**src/hw/rtl/bia_pkg.sv**
```systemverilog
// ----------------------------------------------------------------------------
// bia_pkg
// Shared constants, codes and controller/datapath interface types for the
// buffer id allocator.
// ----------------------------------------------------------------------------
`default_nettype none

package bia_pkg;

  localparam int INDEX_BITS  = 12;
  localparam int HANDLE_BITS = 16;
  localparam int TIME_BITS   = 32;
  localparam int ID_BITS     = 31;
  localparam int RESULT_ID_BITS = 32;

  localparam logic [TIME_BITS-1:0]      TIMEOUT_RESET = 32'd1000;
  localparam logic [RESULT_ID_BITS-1:0] NO_BUFFER_ID  = 32'hFFFF_FFFF;

  // request kinds
  localparam logic [1:0] KIND_PUT     = 2'd0;
  localparam logic [1:0] KIND_GET     = 2'd1;
  localparam logic [1:0] KIND_ALIVE   = 2'd2;
  localparam logic [1:0] KIND_DISCARD = 2'd3;

  // result status codes
  localparam logic [1:0] STAT_OK        = 2'd0;
  localparam logic [1:0] STAT_NO_BUFFER = 2'd1;
  localparam logic [1:0] STAT_UNUSED    = 2'd2;
  localparam logic [1:0] STAT_MISMATCH  = 2'd3;

  // datapath operations
  localparam logic [3:0] OP_IDLE    = 4'd0;
  localparam logic [3:0] OP_CLEAR   = 4'd1;
  localparam logic [3:0] OP_LOAD    = 4'd2;
  localparam logic [3:0] OP_RD_RING = 4'd3;
  localparam logic [3:0] OP_RD_SLOT = 4'd4;
  localparam logic [3:0] OP_AGE     = 4'd5;
  localparam logic [3:0] OP_CLAIM   = 4'd6;
  localparam logic [3:0] OP_RECLAIM = 4'd7;
  localparam logic [3:0] OP_NOBUF   = 4'd8;
  localparam logic [3:0] OP_CHECK   = 4'd9;
  localparam logic [3:0] OP_EMIT    = 4'd10;

  // slot address sources
  localparam logic [1:0] SRC_ID   = 2'd0;
  localparam logic [1:0] SRC_RING = 2'd1;
  localparam logic [1:0] SRC_HEAD = 2'd2;

  typedef struct packed {
    logic [3:0] op;
    logic [1:0] src;
  } cmd_t;

  typedef struct packed {
    logic [1:0] in_kind;
    logic       free_empty;
    logic       used_empty;
    logic       clr_last;
    logic       age_gt;
    logic       out_free;
  } sts_t;

endpackage

`default_nettype wire

```
**src/hw/rtl/bia_ctrl.sv**
```systemverilog
// ----------------------------------------------------------------------------
// bia_ctrl
// Sequencer for the allocator: clearing pass, request decode, memory read
// ordering and result hand-off.
// ----------------------------------------------------------------------------
`default_nettype none

module bia_ctrl (
  input  wire logic          clk,
  input  wire logic          rst_n,
  input  wire logic          in_valid,
  output logic               in_ready,
  input  wire bia_pkg::sts_t sts,
  output bia_pkg::cmd_t      cmd
);

  localparam logic [3:0] ST_CLEAR  = 4'd0;
  localparam logic [3:0] ST_IDLE   = 4'd1;
  localparam logic [3:0] ST_RING   = 4'd2;
  localparam logic [3:0] ST_RDRING = 4'd3;
  localparam logic [3:0] ST_CLAIM  = 4'd4;
  localparam logic [3:0] ST_RDHEAD = 4'd5;
  localparam logic [3:0] ST_AGE    = 4'd6;
  localparam logic [3:0] ST_RECHK  = 4'd7;
  localparam logic [3:0] ST_NOBUF  = 4'd8;
  localparam logic [3:0] ST_RDID   = 4'd9;
  localparam logic [3:0] ST_AGEI   = 4'd10;
  localparam logic [3:0] ST_CHECK  = 4'd11;
  localparam logic [3:0] ST_DONE   = 4'd12;

  logic [3:0] state_r, state_nxt;

  assign in_ready = (state_r == ST_IDLE);

  always_comb begin
    state_nxt = state_r;
    cmd.op    = bia_pkg::OP_IDLE;
    cmd.src   = bia_pkg::SRC_ID;
    case (state_r)
      ST_CLEAR: begin
        cmd.op = bia_pkg::OP_CLEAR;
        if (sts.clr_last) state_nxt = ST_IDLE;
      end
      ST_IDLE: begin
        if (in_valid) begin
          cmd.op = bia_pkg::OP_LOAD;
          if (sts.in_kind != bia_pkg::KIND_PUT) state_nxt = ST_RDID;
          else if (!sts.free_empty) state_nxt = ST_RING;
          else if (!sts.used_empty) state_nxt = ST_RDHEAD;
          else state_nxt = ST_NOBUF;
        end
      end
      ST_RING: begin
        cmd.op = bia_pkg::OP_RD_RING;
        state_nxt = ST_RDRING;
      end
      ST_RDRING: begin
        cmd.op  = bia_pkg::OP_RD_SLOT;
        cmd.src = bia_pkg::SRC_RING;
        state_nxt = ST_CLAIM;
      end
      ST_CLAIM: begin
        cmd.op = bia_pkg::OP_CLAIM;
        state_nxt = ST_DONE;
      end
      ST_RDHEAD: begin
        cmd.op  = bia_pkg::OP_RD_SLOT;
        cmd.src = bia_pkg::SRC_HEAD;
        state_nxt = ST_AGE;
      end
      ST_AGE: begin
        cmd.op = bia_pkg::OP_AGE;
        state_nxt = ST_RECHK;
      end
      ST_RECHK: begin
        cmd.op = sts.age_gt ? bia_pkg::OP_RECLAIM : bia_pkg::OP_NOBUF;
        state_nxt = ST_DONE;
      end
      ST_NOBUF: begin
        cmd.op = bia_pkg::OP_NOBUF;
        state_nxt = ST_DONE;
      end
      ST_RDID: begin
        cmd.op  = bia_pkg::OP_RD_SLOT;
        cmd.src = bia_pkg::SRC_ID;
        state_nxt = ST_AGEI;
      end
      ST_AGEI: begin
        cmd.op = bia_pkg::OP_AGE;
        state_nxt = ST_CHECK;
      end
      ST_CHECK: begin
        cmd.op = bia_pkg::OP_CHECK;
        state_nxt = ST_DONE;
      end
      ST_DONE: begin
        if (sts.out_free) begin
          cmd.op = bia_pkg::OP_EMIT;
          state_nxt = ST_IDLE;
        end
      end
      default: state_nxt = ST_CLEAR;
    endcase
  end

  always_ff @(posedge clk) begin
    if (!rst_n) state_r <= ST_CLEAR;
    else        state_r <= state_nxt;
  end

endmodule

`default_nettype wire

```
**config.mk**
```make
export PLATFORM = sky130hd
export DESIGN_NAME = bia_ctrl
export DESIGN_NICKNAME = d
export VERILOG_FILES = /design/src/hw/rtl/bia_pkg.sv /design/src/hw/rtl/bia_ctrl.sv
export SDC_FILE = /design/constraint.sdc
export NUM_CORES = 1
export LEC_CHECK = 0
export BUFFER_PORTS_ARGS = -buffer_cell sky130_fd_sc_hd__buf_2
export CAP_MARGIN = 0
export CELL_PAD_IN_SITES_DETAIL_PLACEMENT = 0
export CELL_PAD_IN_SITES_GLOBAL_PLACEMENT = 1
export CORE_MARGIN = 5
export CORE_UTILIZATION = 32
export DETAILED_ROUTE_END_ITERATION = 10
export GPL_TIMING_DRIVEN = 0
export PLACE_DENSITY_LB_ADDON = 0.1
export SYNTH_ARGS = -nofsm -noshare
export SYNTH_HDL_FRONTEND = slang
export SYNTH_SLANG_ARGS = --single-unit
```
**constraint.sdc**
```tcl
create_clock -name clk -period 1.65 [get_ports clk]
set_input_delay 0.165 -clock clk [delete_from_list [all_inputs] [get_ports clk]]
set_output_delay 0.165 -clock clk [all_outputs]
set_load 0.005 [all_outputs]
```
== After elaboration in Yosys (flattened, before gate mapping) ==
Index checks and enable logic that the tools add are counted.

* Reduce and logical (&&, ||, !) cells: 6
* Eq/ne operators: 15
* Mux-type cells: 12

{| class="wikitable"
|+ Operators with widths
! cell !! count
|-
| $pmux W4 S10 || 2
|-
| $mux W4 || 8
|-
| $eq A4 B4 Y1 const B || 5
|-
| $eq A4 B3 Y1 const B || 4
|-
| $eq A4 B2 Y1 const B || 2
|-
| $ne A2 B2 Y1 const B || 3
|-
| $eq A4 B1 Y1 const B || 1
|-
| $logic_not A4 Y1 || 1
|-
| $pmux W2 S2 || 1
|-
| $reduce_or A4 Y1 || 1
|-
| $reduce_and A3 Y1 || 1
|-
| $reduce_or A3 Y1 || 1
|-
| $mux W2 || 1
|-
| $reduce_bool A2 Y1 || 1
|-
| $reduce_or A2 Y1 || 1
|}

* Logic and storage cells: 34
* Bits of input ports: 10
* Register bits: 4
* Output and inout port bits: 7

== Depth between registers and ports, before layout ==
Gate-level depths: netlist (run 1).

* Depth after elaboration: 5
* Depth in mapped cells: 5

== Worst setup path after synthesis (run 1) ==
OpenSTA, ideal clock, no wires.

* Kind: register to register
* Start point: register state_r[3]
* End point: register state_r[2]
* Period minus slack after synthesis: 1.191 ns
* Setup slack: 0.459 ns
* Setup time: 0.074 ns
* Stages on the path, launching flop included: 5
* Path buffers: 1
* Data arrival time: 1.117 ns
* Path through: dfxtp_1 -> buf_6 -> nand2b_4 -> or4_1 -> a31oi_1

* Word-level cells in the longest chain between the ends: 3

{| class="wikitable"
|+ RTL lines
! what !! RTL line !! text
|-
| from (decl) || bia_ctrl.sv:31 || <nowiki>logic [3:0] state_r, state_nxt;</nowiki>
|-
| from (signal assigned) || bia_ctrl.sv:108 || <nowiki>else state_r <= state_nxt;</nowiki>
|-
| $eq A4 B4 Y1, or another cell as far along || bia_ctrl.sv:39 || <nowiki>case (state_r)</nowiki>
|-
| $reduce_or A4 Y1 (no line) / $ne A2 B2 Y1 (equally long branches) || n/a ||
|-
| $pmux W4 S10 / $reduce_and A3 Y1 (equally long branches) || n/a ||
|}

Parallel ways exist; a longest one is shown, timed or not.
A chain may end at the register's enable or synchronous reset.

==> reports/results.txt, run 1 <==
Post-Syn Instances: 66
Sequential share of the synthesized area: 16.7%
Status: complete, no violations
Largest net degree at the start of global routing: 20
Worst Setup End Kind: primary output
Post-CTS setup buffer count: 0
Max-slew headroom: 82.6%
CP Class: register to primary output
Synth Area in XOR/XNOR: 0%
Crit Path Max Fanout: 10
N_diodes: 0
Share of cells above drive strength 1: 33.3%
Vias per cell: 5.41
R2R Setup Slk: 0.33 ns
Path depth of the worst reg2reg path: 4
Avg Synthesized Cell Area: 7.26 µm²
Cell Area, Synth: 479 µm²
Flip-flop and latch count after synthesis: 4
FF-to-FF End: state_r[2]$_SDFFE_PN0P_
Vias in the first global route: 527
Core area: 1450 µm²
# DRC: 0
Hold-critical path endpoint: state_r[0]$_SDFFE_PN0P_
Max reg flops: 4
Syn_nets: 76
CP max-delay cell: dfxtp_1
Top Registers: state_r (4)
Worst path max stage delay: 0.33 ns
Wirelength, routed: 1.30 mm
Root Driver: clkbuf_4
H-tree depth: 1
Most frequent cells in the layout: buf_2 (16), a21oi_1 (6), nor2_1 (6)
Post-route ant nets: 0
Critical-path cell list: buf_4 -> buf_4 -> a21oi_1 -> o32ai_1 -> buf_2
Fin crit share: 92.0%
Reg with most FFs: state_r
Post-DP HPWL: 1.04 mm
Leakage: 0.251 nW
Synth-to-layout area growth: 25.8%
GRT Total Usage: 11.5%
Initial antenna violation count: 0
First-pass GRT wire length: 2.30 mm
Complex-gate fraction of the synthesized area: 34.2%
Hold Worst Slack: 0.220 ns
Synth unique cells: 33
Simple-Gate Fraction of Synth Area: 31.6%
Highest clock rate: 659 MHz
Most common cell after layout, fill and taps aside: buf_2
Most common cell on crit path: buf_4
Post-CTS Hold Buffers: 0
Hold WC Path Type: input port to register
Maximum vdd drop: 0.431 mV
Skew-Pair Late Insertion Delay: 0.23 ns
Post-synthesis mux area share: 6.79%
Post-layout util: 41.5%
YS warnings: 0
Worst-Margin Slew: 0.260 ns
Largest family of logic cells by synthesized area: compound AO/OA/AOI/OAI gates
Die area: 2370 µm²
TNS Setup: 0 ns
Total number of vias: 541
Crit path required time: 1.48 ns
Hold path start: rst_n
GP Congestion: 0.727
Starting density of the core: 33.0%
Fin. max-slew vios: 0
RSZ-0062 raised after global routing: no
Std cell rows: 14
Min Clock Period, post-route: 1.52 ns
GR Overflow Total: 0
Drt pass-1 iters: 4
Cts bufs inserted: 3
Final setup vio count: 0
Clk sink count: 4
Clock Skew: 0.00184 ns
CTS tree: yes
Synth Area in Adders: 0%
Die H: 48.7 µm
Critical path launch point type: register
Clock Path Buffers: 2
PwrDens: 895 nW/µm²
Drt wl/cell: 13.0 µm
Worst Setup SP: state_r[2]$_SDFFE_PN0P_
Die width: 48.7 µm
Register clock-pin slew on the reported worst setup and hold paths: 0.04 ns
I/O pins: 17
Max Cap Viol: 0
First DRT Iteration DRCs: 11
Reg-to-Reg Start: state_r[3]$_SDFFE_PN0P_
Final hold violation count: 0
Hold Path Cell Cnt: 2
Crit path arrival time: 1.35 ns
PortBufs: 16
# nets final: 96
-- metal layers --
metal / GRT usage [%] / part of all wire [%] / up-vias
met2: 18.0 / 48 / 6
li1: - / - / 289
met1: 15.1 / 49 / 246
met5: 0 / 0 / -
met4: 5.38 / 0 / 0
met3: 1.84 / 2.9 / 0
-- worst max-delay path, delay by kind of cell (launching register included) --
family / cells / cell delay (ns)
flops: 1 / 0.33
compound gates: 2 / 0.28
buf+inv: 3 / 0.50
-- power breakdown --
group	leakage [nW]	internal, mW	switching (mW)	total (mW)
sequential	0.0327	0.112	0.0149	0.127
clock	0.0138	0.0812	0.0378	0.119
combinational	0.204	0.138	0.156	0.295
total	0.251	0.331	0.209	0.540
-- synth_stat cells, drive strengths merged --
cell type / n / area share (%)
o221a: 1 / 2.3
o221ai: 1 / 1.8
nor3b: 1 / 1.6
nor3: 3 / 3.1
buf: 5 / 7.6
nand2b: 3 / 5.5
clkbuf: 1 / 0.78
or4: 1 / 1.6
o211ai: 1 / 1.6
and4b: 2 / 4.2
a32o: 1 / 2.1
nand3: 3 / 3.1
a21boi: 1 / 1.6
inv: 3 / 2.3
a211oi: 1 / 1.6
o32ai: 2 / 3.7
mux2: 2 / 4.7
nor2: 6 / 4.7
nand2: 5 / 3.9
nor2b: 2 / 2.6
o21ai: 2 / 2.1
a221o: 1 / 2.1
o31ai: 1 / 1.6
a211o: 1 / 1.8
a31oi: 3 / 3.9
a21oi: 6 / 6.3
mux2i: 1 / 2.1
or3: 1 / 1.3
a2bb2oi: 1 / 1.8
dfxtp: 4 / 17
-- stage by stage --
step / setup slack [ns] / cell area, µm² / total power, mW / instances
floorplan: 0.459 / 479 / 0.335 / 66
detailed placement: 0.255 / 579 / 0.423 / 98
finish: 0.132 / 603 / 0.540 / 100
global route: 0.00582 / 603 / 0.595 / 100
CTS: 0.0545 / 598 / 0.549 / 100
global placement: 0.241 / 579 / 0.429 / 98
-- cell families (layout without fill, tap and decap cells) --
logic type / Yosys count / count (layout)
and+or+nand+nor: 27 / 27
muxes: 3 / 3
buffers and inverters: 9 / 27
DFF: 4 / 4
AOI/OAI and AO/OA: 23 / 23
-- cell type report --
type,instances,area (µm²)
tap,16,20.0
multi-input combinational,53,348
buffer,5,41.3
inverter,3,11.3
fill,170,851
timing repair buffer,16,80.1
clock buffer,3,22.5
sequential,4,80.1
-- what timing repair did --
item,4_1_cts,5_1_grt
hold endpoints to repair,0,0
cloned,0,0
setup endpoints to repair,2,3
gates resized for setup,0,4
-- worst max path at each step --
| stage | end | slack, ns |
|---|---|---|
| finish | cmd[2] | 0.13 |
| global route | cmd[2] | 0.006 |
| CTS | cmd[2] | 0.05 |
| detailed placement | cmd[4] | 0.25 |
| global placement | cmd[5] | 0.24 |
| floorplan | state_r[2]$_SDFFE_PN0P_ | 0.46 |
Note: power is estimated with default switching activity, not from simulation.
==> run 2: changes to the inputs <==
==> constraint.sdc (replaced) <==
create_clock -name clk -period 1.65 [get_ports clk]
set_input_delay 0.495 -clock clk [delete_from_list [all_inputs] [get_ports clk]]
set_output_delay 0.495 -clock clk [all_outputs]
set_load 0.005 [all_outputs]
==> run 2 against run 1 <==
  * The run now ends with negative setup slack left
  * Sequential share of layout area decreased by 2.2 points
  * Total power rose by 28%
  * Utilization increased by 16 points
  * Critical path depth unchanged
  * Register-to-register slack worse by 0.04 ns
  * Cell count up 16%
  * Cell area is 38% higher
  * Critical path type unchanged
==> reports/results.txt, run 2 (synthesis gave the netlist of run 1 again) <==
Status: complete, but fails checks
Failing checks: negative setup slack
Hold path start: rst_n
Fin crit share: 107%
Fin. max-slew vios: 0
Drt pass-1 iters: 4
First-pass GRT wire length: 2.64 mm
Synth-to-layout area growth: 73.6%
# nets final: 112
Crit path required time: 1.15 ns
First DRT Iteration DRCs: 15
Worst Setup End Kind: primary output
CP top delay family: flip-flops
Skew-Pair Late Insertion Delay: 0.23 ns
Largest net degree at the start of global routing: 11
Starting density of the core: 33.0%
Post-DP HPWL: 1.04 mm
Critical path launch point type: register
Critical-path cell list: buf_6 -> nor2_1 -> a31oi_1 -> o32ai_1 -> buf_2
Wirelength, routed: 1.67 mm
CP max-delay cell: dfxtp_4
Crit path arrival time: 1.27 ns
FF/Latch Area: 92.6 µm²
Max Cap Viol: 0
PwrDens: 834 nW/µm²
Die H: 48.7 µm
CP Buf/Inv Count: 2
Register clock-pin slew on the reported worst setup and hold paths: 0.04 ns
Most common cell after layout, fill and taps aside: buf_2
Vias per cell: 5.68
Drt wl/cell: 14.4 µm
R2R Setup Slk: 0.29 ns
Min Clock Period, post-route: 1.76 ns
FF-to-FF End: state_r[3]$_SDFFE_PN0P_
PortBufs: 16
Maximum vdd drop: 0.432 mV
Worst Setup SP: state_r[2]$_SDFFE_PN0P_
Worst slack at placement: -0.0753 ns
Std cell rows: 14
N_diodes: 0
Post-CTS Hold Buffers: 0
Setup WS post-layout: -0.112 ns
Share of cells above drive strength 1: 57.0%
Post-layout util: 57.2%
GR Overflow Total: 0
GP Congestion: 0.727
RSZ-0062 raised after global routing: yes
Multi-input gate area: 395 µm²
CP Class: register to primary output
Cts bufs inserted: 3
Path depth of the worst reg2reg path: 5
H-tree depth: 1
Reg with most FFs: state_r
Most frequent cells in the layout: buf_2 (17), buf_4 (11), buf_6 (6)
Die width: 48.7 µm
Hold WC Path Type: input port to register
Core area: 1450 µm²
Worst-Margin Slew: 0.240 ns
Clk sink count: 4
Max reg flops: 4
Crit Path Max Fanout: 5
Clock Skew: 0.00170 ns
Max-slew headroom: 84.0%
Post-route ant nets: 0
Highest clock rate: 568 MHz
Root Driver: clkbuf_4
Clock Path Buffers: 2
CTS tree: yes
Final std cells w/o fill: 116
Hold Worst Slack: 0.547 ns
Worst path max stage delay: 0.35 ns
Leakage: 0.359 nW
Initial antenna violation count: 0
Critical path depth: 5
I/O pins: 17
Final hold violation count: 0
Dpl cells: 98
Top Registers: state_r (4)
Final setup vio count: 6
GRT Total Usage: 13.2%
Vias in the first global route: 606
Die area: 2370 µm²
Fillers: 139
# DRC: 0
Reg-to-Reg Start: state_r[3]$_SDFFE_PN0P_
Critical Path Sink: cmd[3]
Total number of vias: 659
## run 2: cell types whose count changed in the layout (fill, tap and decap cells not counted), moves of 3 or more
cell / delta
nor2_1: -3
buf_6: +5
dfxtp_4: +3
a21oi_2: +3
a21oi_1: -3
dfxtp_1: -4
buf_4: +8
## run 2: routing by layer
layer  vias up  GRT usage (%)  wire, µm
met1       313           14.9       690
li1        326              -         -
met4         0           6.73         0
met2        20           23.0       885
met5         -              0         0
met3         0           2.45        92
## run 2: cell type report
cell class / count / area share (%)
buffer: 6 / 9.02
clock buffer: 3 / 2.71
inverter: 3 / 1.35
multi-input combinational: 53 / 47.5
sequential: 4 / 11.1
tap: 16 / 2.41
timing repair buffer: 31 / 25.9
## run 2: worst min path at each step
stage | slack [ns] | end | depth (start not counted)
3_5_place_dp | 0.64 | state_r[1]$_SDFFE_PN0P_ | 3
4_1_cts | 0.54 | state_r[0]$_SDFFE_PN0P_ | 2
6_report | 0.55 | state_r[0]$_SDFFE_PN0P_ | 2
2_1_floorplan | 0.58 | state_r[1]$_SDFFE_PN0P_ | 3
5_1_grt | 0.57 | state_r[0]$_SDFFE_PN0P_ | 2
3_3_place_gp | 0.63 | state_r[1]$_SDFFE_PN0P_ | 3
## run 2: where the power goes
part	internal [mW]	leakage [nW]	switching, mW
Combinational	0.232	0.310	0.210
Sequential	0.115	0.0353	0.0182
Clock	0.0812	0.0138	0.0375
## run 2: metrics by stage
| stage | cell area [µm²] | power [mW] | setup TNS (ns) |
|---|---|---|---|
| global placement | 579 | 0.429 | -0.253 |
| CTS | 727 | 0.635 | -0.444 |
| detailed placement | 579 | 0.423 | -0.220 |
| floorplan | 479 | 0.335 | 0 |
| finish | 832 | 0.694 | -0.406 |
| global route | 832 | 0.747 | -0.837 |
## run 2: what timing repair did
item                                    in CTS  in global routing
cloned                                       2                  1
hold endpoints to repair                     0                  0
setup buffers                                6                  6
resized for setup                           24                  9
pin swaps                                    3                  3
endpoints found under the setup margin       7                  7
## run 2: worst register-to-register path: stages (launching register included)
cell	delay [ns]
dfxtp_2	0.31
buf_6	0.13
buf_4	0.13
or3_1	0.33
o221ai_1	0.24
a211oi_1	0.09
